--- config.mk ---
export PLATFORM = sky130hd
export DESIGN_NAME = dxt_block_decoder
export DESIGN_NICKNAME = d
export VERILOG_FILES = /design/src/rtl/dxt_pkg.sv /design/src/rtl/dxt_block_decoder.sv /design/src/rtl/dxtb_endpoint.sv /design/src/rtl/dxtb_palette.sv /design/src/rtl/dxtb_texel_out.sv
export SDC_FILE = /design/constraint.sdc
export NUM_CORES = 2
export LEC_CHECK = 0
export ABC_AREA = 1
export BUFFER_PORTS_ARGS = -buffer_cell sky130_fd_sc_hd__buf_2
export CAP_MARGIN = 25
export CORE_ASPECT_RATIO = 1.2
export CORE_MARGIN = 4
export CORE_UTILIZATION = 59
export CTS_CLUSTER_SIZE = 24
export DETAILED_ROUTE_END_ITERATION = 12
export MAX_ROUTING_LAYER = met4
export PLACE_DENSITY = 0.82
export SETUP_SLACK_MARGIN = 0.2
export SYNTH_ARGS = -nofsm -noshare
export SYNTH_HDL_FRONTEND = slang
export SYNTH_HIERARCHICAL = 1
export SYNTH_SLANG_ARGS = --single-unit
--- constraint.sdc ---
create_clock -name clk -period 13.31 [get_ports clk]
set_input_delay 0 -clock clk [delete_from_list [all_inputs] [get_ports clk]]
set_output_delay 0 -clock clk [all_outputs]
set_load 0.01 [all_outputs]
--- src/rtl/dxt_pkg.sv ---
`timescale 1ns / 1ps
// Shared types, format codes and constant-divide helpers for the DXT block decoder.
// No dependencies; every rtl file uses it through scoped names.

package dxt_pkg;

    // Format codes of the block_format register (code 3 decodes as DXT1)
    localparam logic [1:0] FMT_DXT1 = 2'd0;
    localparam logic [1:0] FMT_DXT3 = 2'd1;
    localparam logic [1:0] FMT_DXT5 = 2'd2;

    localparam int          CNT_W     = 4;
    localparam logic [3:0]  LAST_TEXEL = 4'hF;

    // Reciprocals for truncating divides by constants (checked over each input range)
    localparam logic [13:0] RECIP31 = 14'd8457;   // x/31 = x*8457 >> 18, x <= 7905
    localparam logic [14:0] RECIP63 = 15'd16645;  // x/63 = x*16645 >> 20, x <= 16065
    localparam logic [9:0]  RECIP3  = 10'd683;    // x/3  = x*683 >> 11, x <= 765
    localparam logic [11:0] RECIP7  = 12'd2341;   // x/7  = x*2341 >> 14, x <= 1785
    localparam logic [10:0] RECIP5  = 11'd1639;   // x/5  = x*1639 >> 13, x <= 1275

    // Channel triple, index 0 red, 1 green, 2 blue
    typedef logic [2:0][7:0] rgb_t;

    // Accepted input word plus the format it decodes under
    typedef struct packed {
        logic [63:0] alpha_block;
        logic [63:0] color_block;
        logic [1:0]  fmt;
    } blk_t;

    // Expanded endpoints
    typedef struct packed {
        rgb_t        e0;
        rgb_t        e1;
        logic        four_color;
        logic [1:0]  fmt;
        logic [63:0] alpha_block;
        logic [31:0] cidx;
    } endp_t;

    // Complete per-block palettes
    typedef struct packed {
        rgb_t [3:0]      cpal;
        logic            four_color;
        logic [7:0][7:0] apal;
        logic [1:0]      fmt;
        logic [63:0]     alpha_block;
        logic [31:0]     cidx;
    } pal_t;

    // 5-bit channel to 8 bits: c*255/31, truncated
    function automatic logic [7:0] expand5(input logic [4:0] c);
        logic [12:0] x;
        logic [26:0] p;
        x = {c, 8'd0} - 13'(c);
        p = 27'(x) * 27'(RECIP31);
        return p[25:18];
    endfunction

    // 6-bit channel to 8 bits: c*255/63, truncated
    function automatic logic [7:0] expand6(input logic [5:0] c);
        logic [13:0] x;
        logic [28:0] p;
        x = {c, 8'd0} - 14'(c);
        p = 29'(x) * 29'(RECIP63);
        return p[27:20];
    endfunction

    function automatic logic [7:0] div3(input logic [9:0] x);
        logic [19:0] p;
        p = 20'(x) * 20'(RECIP3);
        return p[18:11];
    endfunction

    function automatic logic [7:0] div7(input logic [10:0] x);
        logic [21:0] p;
        p = 22'(x) * 22'(RECIP7);
        return p[21:14];
    endfunction

    function automatic logic [7:0] div5(input logic [10:0] x);
        logic [20:0] p;
        p = 21'(x) * 21'(RECIP5);
        return p[20:13];
    endfunction

endpackage

--- src/rtl/dxt_block_decoder.sv ---
`timescale 1ns / 1ps
// Top level of the DXT1/DXT3/DXT5 block decoder: input register, format register, stages.
// Depends on dxt_pkg, dxtb_endpoint, dxtb_palette and dxtb_texel_out.

// Each accepted word is one compressed 4x4 block; the decoder returns its sixteen RGBA8
// texels in raster order, one word per cycle while m_axis_tready is high, with tlast on
// the sixteenth; the texel counter fills the one-texel-wide output register, and a new
// block enters the palette stage only as the last texel of the held one is loaded. A
// block passes through the input register, endpoint stage and palette stage into the
// output register. Up to two further blocks are buffered in the stages behind the block
// being emitted, so the input takes up to two words while texels drain. block_format is
// sampled when a block is accepted; write it only while the decoder is idle.

module dxt_block_decoder (
    input  logic         clk,
    input  logic         rst_n,
    input  logic         cfg_wr_en,
    input  logic [1:0]   cfg_wr_data,   // block_format
    input  logic         s_axis_tvalid,
    output logic         s_axis_tready,
    input  logic [127:0] s_axis_tdata,  // alpha_block[63:0], color_block[127:64]
    output logic         m_axis_tvalid,
    input  logic         m_axis_tready,
    output logic [39:0]  m_axis_tdata,  // red, green, blue, alpha, texel_index, 4'b0 pad
    output logic         m_axis_tlast   // last_texel
);

    logic           alpha_fmt;
    logic [1:0]     block_format_reg;
    logic           in_valid_reg;
    dxt_pkg::blk_t  blk_reg;
    logic           blk_ready;
    logic           endp_valid;
    dxt_pkg::endp_t endp;
    logic           endp_ready;
    logic           pal_valid;
    dxt_pkg::pal_t  pal;
    logic           pal_done;
    logic [7:0]     red;
    logic [7:0]     green;
    logic [7:0]     blue;
    logic [7:0]     alpha;
    logic [3:0]     texel_index;

    // Format register
    always_ff @(posedge clk or negedge rst_n)
    begin
        if (!rst_n)
        begin
            block_format_reg <= dxt_pkg::FMT_DXT1;
        end
        else if (cfg_wr_en)
        begin
            block_format_reg <= cfg_wr_data;
        end
    end

    // Input register
    assign s_axis_tready = !in_valid_reg || blk_ready;

    always_ff @(posedge clk or negedge rst_n)
    begin
        if (!rst_n)
        begin
            in_valid_reg <= 1'b0;
        end
        else if (s_axis_tready)
        begin
            in_valid_reg <= s_axis_tvalid;
        end
    end

    always_ff @(posedge clk)
    begin
        if (s_axis_tready && s_axis_tvalid)
        begin
            blk_reg.alpha_block <= s_axis_tdata[63:0];
            blk_reg.color_block <= s_axis_tdata[127:64];
            blk_reg.fmt         <= block_format_reg;
        end
    end

    dxtb_endpoint u_endpoint (
        .clk        (clk),
        .rst_n      (rst_n),
        .blk_valid  (in_valid_reg),
        .blk        (blk_reg),
        .blk_ready  (blk_ready),
        .endp_valid (endp_valid),
        .endp       (endp),
        .endp_ready (endp_ready)
    );

    dxtb_palette u_palette (
        .clk        (clk),
        .rst_n      (rst_n),
        .endp_valid (endp_valid),
        .endp       (endp),
        .endp_ready (endp_ready),
        .pal_valid  (pal_valid),
        .pal        (pal),
        .pal_done   (pal_done)
    );

    dxtb_texel_out u_texel_out (
        .clk         (clk),
        .rst_n       (rst_n),
        .pal_valid   (pal_valid),
        .pal         (pal),
        .pal_done    (pal_done),
        .out_valid   (m_axis_tvalid),
        .out_ready   (m_axis_tready),
        .red         (red),
        .green       (green),
        .blue        (blue),
        .alpha       (alpha),
        .texel_index (texel_index),
        .last_texel  (m_axis_tlast)
    );

    // Pack the output word
    assign m_axis_tdata = {4'd0, texel_index, alpha, blue, green, red};

    // Flag a format that carries its own alpha (DXT3 or DXT5)
    assign alpha_fmt = (block_format_reg == dxt_pkg::FMT_DXT3) ||
                       (block_format_reg == dxt_pkg::FMT_DXT5);

    // Accepted blocks always carry the format that was configured
    assert property (@(posedge clk) disable iff (!rst_n)
        (s_axis_tvalid && s_axis_tready) |=>
            (blk_reg.fmt == $past(block_format_reg)))
        else $error("input register lost the sampled format");

    // Explicit or interpolated alpha formats never take the three-color path
    assert property (@(posedge clk) disable iff (!rst_n)
        (s_axis_tvalid && s_axis_tready && alpha_fmt) |=> ##1
            (!endp_valid || endp.four_color))
        else $error("three-color palette chosen for an alpha format");

    // The input side is blocked only while the input register is occupied
    assert property (@(posedge clk) disable iff (!rst_n)
        !s_axis_tready |-> (in_valid_reg && !blk_ready))
        else $error("input stalled with an empty input register");

endmodule

--- src/rtl/dxtb_endpoint.sv ---
`timescale 1ns / 1ps
// Endpoint stage: expands the two 565 color endpoints and picks the palette mode.
// Depends on dxt_pkg.

module dxtb_endpoint (
    input  logic           clk,
    input  logic           rst_n,
    input  logic           blk_valid,
    input  dxt_pkg::blk_t  blk,
    output logic           blk_ready,
    output logic           endp_valid,
    output dxt_pkg::endp_t endp,
    input  logic           endp_ready
);

    logic           endp_valid_reg;
    dxt_pkg::endp_t endp_reg;
    dxt_pkg::endp_t endp_next;
    logic [15:0]    c0;
    logic [15:0]    c1;

    assign blk_ready = !endp_valid_reg || endp_ready;

    // Expand endpoints; DXT1 drops to three colors when c0 <= c1
    always_comb
    begin
        c0 = blk.color_block[15:0];
        c1 = blk.color_block[31:16];
        endp_next.e0[0]      = dxt_pkg::expand5(c0[15:11]);
        endp_next.e0[1]      = dxt_pkg::expand6(c0[10:5]);
        endp_next.e0[2]      = dxt_pkg::expand5(c0[4:0]);
        endp_next.e1[0]      = dxt_pkg::expand5(c1[15:11]);
        endp_next.e1[1]      = dxt_pkg::expand6(c1[10:5]);
        endp_next.e1[2]      = dxt_pkg::expand5(c1[4:0]);
        endp_next.four_color = (blk.fmt == dxt_pkg::FMT_DXT3) ||
                               (blk.fmt == dxt_pkg::FMT_DXT5) || (c0 > c1);
        endp_next.fmt         = blk.fmt;
        endp_next.alpha_block = blk.alpha_block;
        endp_next.cidx        = blk.color_block[63:32];
    end

    // Hold valid until the palette stage takes the word
    always_ff @(posedge clk or negedge rst_n)
    begin
        if (!rst_n)
        begin
            endp_valid_reg <= 1'b0;
        end
        else if (blk_ready)
        begin
            endp_valid_reg <= blk_valid;
        end
    end

    // Load payload on advance
    always_ff @(posedge clk)
    begin
        if (blk_ready && blk_valid)
        begin
            endp_reg <= endp_next;
        end
    end

    assign endp_valid = endp_valid_reg;
    assign endp       = endp_reg;

endmodule

--- src/rtl/dxtb_palette.sv ---
`timescale 1ns / 1ps
// Palette stage: builds the four-entry color palette and eight-entry alpha palette.
// Depends on dxt_pkg; holds the block until its sixteenth texel is loaded into the output register.

module dxtb_palette (
    input  logic           clk,
    input  logic           rst_n,
    input  logic           endp_valid,
    input  dxt_pkg::endp_t endp,
    output logic           endp_ready,
    output logic           pal_valid,
    output dxt_pkg::pal_t  pal,
    input  logic           pal_done
);

    logic               pal_valid_reg;
    dxt_pkg::pal_t      pal_reg;
    dxt_pkg::pal_t      pal_next;
    logic [7:0]         a0;
    logic [7:0]         a1;
    logic [6:1][7:0]    lerp7;
    logic [4:1][7:0]    lerp5;
    logic [2:0][7:0]    third0;
    logic [2:0][7:0]    third1;
    logic [2:0][7:0]    half;

    assign a0 = endp.alpha_block[7:0];
    assign a1 = endp.alpha_block[15:8];

    // Interpolate alpha in sevenths and fifths
    for (genvar gi = 1; gi < 7; gi++)
    begin : g_lerp7
        assign lerp7[gi] = dxt_pkg::div7(11'(7 - gi) * 11'(a0) + 11'(gi) * 11'(a1));
    end

    for (genvar gi = 1; gi < 5; gi++)
    begin : g_lerp5
        assign lerp5[gi] = dxt_pkg::div5(11'(5 - gi) * 11'(a0) + 11'(gi) * 11'(a1));
    end

    // Mix color channels in thirds and halves
    for (genvar gk = 0; gk < 3; gk++)
    begin : g_mix
        logic [8:0] sum2;
        assign third0[gk] = dxt_pkg::div3(10'({endp.e0[gk], 1'b0}) + 10'(endp.e1[gk]));
        assign third1[gk] = dxt_pkg::div3(10'(endp.e0[gk]) + 10'({endp.e1[gk], 1'b0}));
        assign sum2       = 9'(endp.e0[gk]) + 9'(endp.e1[gk]);
        assign half[gk]   = sum2[8:1];
    end

    // Assemble palettes
    always_comb
    begin
        pal_next.cpal[0] = endp.e0;
        pal_next.cpal[1] = endp.e1;
        if (endp.four_color)
        begin
            pal_next.cpal[2] = third0;
            pal_next.cpal[3] = third1;
        end
        else
        begin
            pal_next.cpal[2] = half;
            pal_next.cpal[3] = '0;
        end

        pal_next.apal[0] = a0;
        pal_next.apal[1] = a1;
        if (a0 > a1)
        begin
            pal_next.apal[2] = lerp7[1];
            pal_next.apal[3] = lerp7[2];
            pal_next.apal[4] = lerp7[3];
            pal_next.apal[5] = lerp7[4];
            pal_next.apal[6] = lerp7[5];
            pal_next.apal[7] = lerp7[6];
        end
        else
        begin
            pal_next.apal[2] = lerp5[1];
            pal_next.apal[3] = lerp5[2];
            pal_next.apal[4] = lerp5[3];
            pal_next.apal[5] = lerp5[4];
            pal_next.apal[6] = 8'h00;
            pal_next.apal[7] = 8'hFF;
        end

        pal_next.four_color  = endp.four_color;
        pal_next.fmt         = endp.fmt;
        pal_next.alpha_block = endp.alpha_block;
        pal_next.cidx        = endp.cidx;
    end

    // Free the stage when the last texel is loaded into the output register
    assign endp_ready = !pal_valid_reg || pal_done;

    always_ff @(posedge clk or negedge rst_n)
    begin
        if (!rst_n)
        begin
            pal_valid_reg <= 1'b0;
        end
        else if (endp_ready)
        begin
            pal_valid_reg <= endp_valid;
        end
    end

    always_ff @(posedge clk)
    begin
        if (endp_ready && endp_valid)
        begin
            pal_reg <= pal_next;
        end
    end

    assign pal_valid = pal_valid_reg;
    assign pal       = pal_reg;

endmodule

--- src/rtl/dxtb_texel_out.sv ---
`timescale 1ns / 1ps
// Texel stage: walks the sixteen texels of the held block into the output register.
// Depends on dxt_pkg.

module dxtb_texel_out (
    input  logic          clk,
    input  logic          rst_n,
    input  logic          pal_valid,
    input  dxt_pkg::pal_t pal,
    output logic          pal_done,
    output logic          out_valid,
    input  logic          out_ready,
    output logic [7:0]    red,
    output logic [7:0]    green,
    output logic [7:0]    blue,
    output logic [7:0]    alpha,
    output logic [3:0]    texel_index,
    output logic          last_texel
);

    logic [dxt_pkg::CNT_W-1:0] cnt_reg;
    logic                      out_valid_reg;
    logic                      out_load;
    logic [1:0]                ci;
    logic [3:0]                nib;
    logic [5:0]                abase;
    logic [2:0]                ai;
    logic [7:0]                alpha_next;
    logic [7:0]                red_reg;
    logic [7:0]                green_reg;
    logic [7:0]                blue_reg;
    logic [7:0]                alpha_reg;
    logic [3:0]                index_reg;
    logic                      last_reg;

    // Advance one texel whenever a palette is held and the output register is free or being taken
    assign out_load = pal_valid && (!out_valid_reg || out_ready);
    assign pal_done = out_load && (cnt_reg == dxt_pkg::LAST_TEXEL);

    // Select palette entries for the current texel
    always_comb
    begin
        ci    = pal.cidx[{cnt_reg, 1'b0} +: 2];
        nib   = pal.alpha_block[{cnt_reg, 2'b00} +: 4];
        abase = 6'd16 + 6'(cnt_reg) * 6'd3;
        ai    = pal.alpha_block[abase +: 3];
        case (pal.fmt)
            dxt_pkg::FMT_DXT3:
            begin
                alpha_next = {nib, nib};
            end
            dxt_pkg::FMT_DXT5:
            begin
                alpha_next = pal.apal[ai];
            end
            default:
            begin
                alpha_next = (ci == 2'd3 && !pal.four_color) ? 8'h00 : 8'hFF;
            end
        endcase
    end

    // Texel counter and output valid
    always_ff @(posedge clk or negedge rst_n)
    begin
        if (!rst_n)
        begin
            cnt_reg       <= '0;
            out_valid_reg <= 1'b0;
        end
        else
        begin
            if (out_load)
            begin
                cnt_reg <= cnt_reg + 1'b1;
            end
            if (out_load)
            begin
                out_valid_reg <= 1'b1;
            end
            else if (out_ready)
            begin
                out_valid_reg <= 1'b0;
            end
        end
    end

    // Output word payload
    always_ff @(posedge clk)
    begin
        if (out_load)
        begin
            red_reg   <= pal.cpal[ci][0];
            green_reg <= pal.cpal[ci][1];
            blue_reg  <= pal.cpal[ci][2];
            alpha_reg <= alpha_next;
            index_reg <= cnt_reg;
            last_reg  <= (cnt_reg == dxt_pkg::LAST_TEXEL);
        end
    end

    assign out_valid   = out_valid_reg;
    assign red         = red_reg;
    assign green       = green_reg;
    assign blue        = blue_reg;
    assign alpha       = alpha_reg;
    assign texel_index = index_reg;
    assign last_texel  = last_reg;

    // A partly emitted block must still be held
    assert property (@(posedge clk) disable iff (!rst_n)
        (cnt_reg != '0) |-> pal_valid)
        else $error("texel counter mid-block without a held palette");

    // Retiring a block restarts the texel walk
    assert property (@(posedge clk) disable iff (!rst_n)
        pal_done |=> (cnt_reg == '0))
        else $error("texel counter not at zero after block retire");

    // Last flag only on the final texel of a block
    assert property (@(posedge clk) disable iff (!rst_n)
        (out_valid_reg && last_reg) |-> (index_reg == dxt_pkg::LAST_TEXEL))
        else $error("last flag on a texel other than the sixteenth");

endmodule
==> qor.yml <==
status: "completed"
top_layer: "met4"
synthTopCellsByCount: "1557 x ha_1, 1532 x nand2_1, 1444 x inv_1"
cp.arrival_ns: 8.19
yosysTopAreaCellShare_pct: 27.2
syn_area_um2: 71600
overflow: 0
post-synth-top-area-cell: "ha_1"
crit_type: "register to register"
grt_usage_pct: 30.7
stdcell_area_um2: 77500
cts_sinks: 567
crit_top_cell: "nand2_1"
period_share_pct: 58.6
synth_edf_count: 557
cts.path.max_buffers: 3
synthTopCellsByArea: "ha_1 27%, edfxtp_1 23%, fa_1 12%"
post_drt_wl_per_cell_um: 18.8
crit_fanout: 14
crit_slowest_cell: "edfxtp_1"
met1_length_mm: 80.6
antenna_found_initial: 8
hold_path.class: "input port to register"
synth-async-reset-ratio_pct: 1.76
cts_buffers: 59
cap_violations: 0
skew_ns: 0.0648
dpl.hpwl_mm: 151
start_util_pct: 59.6
met3_length_mm: 11.2
synth.distinct_cells: 70
cts_tree: "yes"
synth_most_common_cell: "ha_1"
cts_setup_buffers: 0
die_h_um: 390
tightest_slew_ns: 1.14
endpoint_kind: "register"
syn_inst: 8210
fin_crit_ns: 7.79
hold_viol_final: 0
largest_register_ffs: 243
dieWidth_um: 326
grt_pass1_vias: 59500
vias: 58300
place.gp.congestion: 0.954
slew-limit-headroom_pct: 23.8
drtPass1Iterations: 6
root_buffer: "clkbuf_16"
required_ns: 13.70
setup_violations: 0
die_area_um2: 127000
slowest_delay_ns: 0.80
post-route-drc-count: 0
postRouteAntennaNets: 0
final_max_slew_viol_count: 0
synth-seq-area-share_pct: 23.7
regArea_um2: 17000
critPathLaunchType: "register"
drt-initial-drc-count: 4948
pin_count: 178
hold_buffers: 140
finalSetupTns_ns: 0
htree_levels: 2
avgSynthCellArea_um2: 8.72
clkTransAtPathRegs_ns: 0.07
coreArea_um2: 120000
wl_mm: 192
fmax_mhz: 128
yosysWarnings: 6
synth_ff_type: "edfxtp_1"
grt_pass1_wl_mm: 306
clock_latency_ns: 0.72
area_growth_pct: 8.13
dpl_cell_area_um2: 74000
grt_max_degree: 148
nNetsFinal: 10600
wl_met2_mm: 92.7
fillCellCount: 9804
rows: 139
viasPerCell: 5.73
multi_input_area_um2: 48500
drive_gt1_share_pct: 4.75
portBuffers: 173
cts_resized: 0
rsz0062_at_grt: "no"
synth-seq-cells: 567
worst max-delay path: cells and delay by family, from the launching register on:
family / cells / cell delay [ns]
compound gates: 7 / 1.09
buf+inv: 4 / 0.32
flops: 1 / 0.80
simple gates: 10 / 1.11
xor+xnor: 1 / 0.40
fa+ha+maj: 9 / 3.74
routing by layer:
layer / vias up / track usage (%)
met3: 455 / 3.18
met4: 0 / 10.5
met5: - / -
met1: 27700 / 38.5
met2: 2089 / 52.0
li1: 28100 / -
per-stage QoR:
| step | worst slack [ns] | hold slack [ns] | utilization, % | instances |
|---|---|---|---|---|
| after floorplan | 4.68 | -0.296 | - | 8213 |
| after global placement | 5.72 | -0.116 | 61.6 | 9921 |
| after detailed placement | 5.67 | -0.107 | 61.6 | 9921 |
| after CTS | 5.58 | 0.00103 | 64.4 | 10200 |
| after global routing | 5.00 | 0.0306 | 64.5 | 10200 |
| final | 5.52 | 0.0352 | 64.5 | 10200 |
area by class of cell:
class / count / area share [%]
Antenna cell: 3 / 0.00969
Clock buffer: 71 / 1.99
Clock inverter: 40 / 0.552
Inverter: 1463 / 7.10
Multi-Input combinational cell: 6076 / 62.6
Sequential cell: 567 / 21.9
Tap cell: 1621 / 2.62
Timing Repair Buffer: 336 / 3.21
cells in the final DEF, fill, tap and decap left out, types with 75 or more instances in the layout:
cell type	instances
a21oi_1	513
buf_2	173
dlygate4sd3_1	140
edfxtp_1	557
fa_1	439
ha_1	1557
inv_1	1443
nand2_1	1530
nand3_1	463
nand4_1	83
nor2_1	443
o21ai_0	246
xnor2_1	75
xor2_1	152
logic make-up (layout without fill, tap and decap cells):
kind of cell               Yosys count  count (layout)  share of synthesized area (%)
other                                1               7                        0.00524
and+or+nand+nor                   2730            2730                           16.4
AOI/OAI and AO/OA                 1117            1117                           8.96
buffers and inverters             1570            1910                           8.68
DFF                                567             567                           23.7
xor gates and xnor gates           229             229                           2.82
adders and majority gates         1996            1996                           39.5
worst paths after layout:
path / start / end / slack (ns) / cells past startpoint
setup / recovery: u_endpoint/endp[33] / u_palette/pal[123] / 5.52 / 31
hold / removal: s_axis_tdata[7] / blk_reg[73] / 0.04 / 2
setup reg to reg: u_endpoint/endp[33] / u_palette/pal[123] / 5.52 / 31
hold reg to reg: u_endpoint/endp[85] / u_palette/pal[85] / 0.38 / 0
max in group asynchronous: rst_n / u_texel_out/cnt_reg[0] / 12.38 / 3
min in group asynchronous: rst_n / block_format_reg[0] / 0.45 / 3
Power is left out: the tool's default activity adds up to more than one toggle a clock period on the data nets, which glitch-free logic cannot reach.
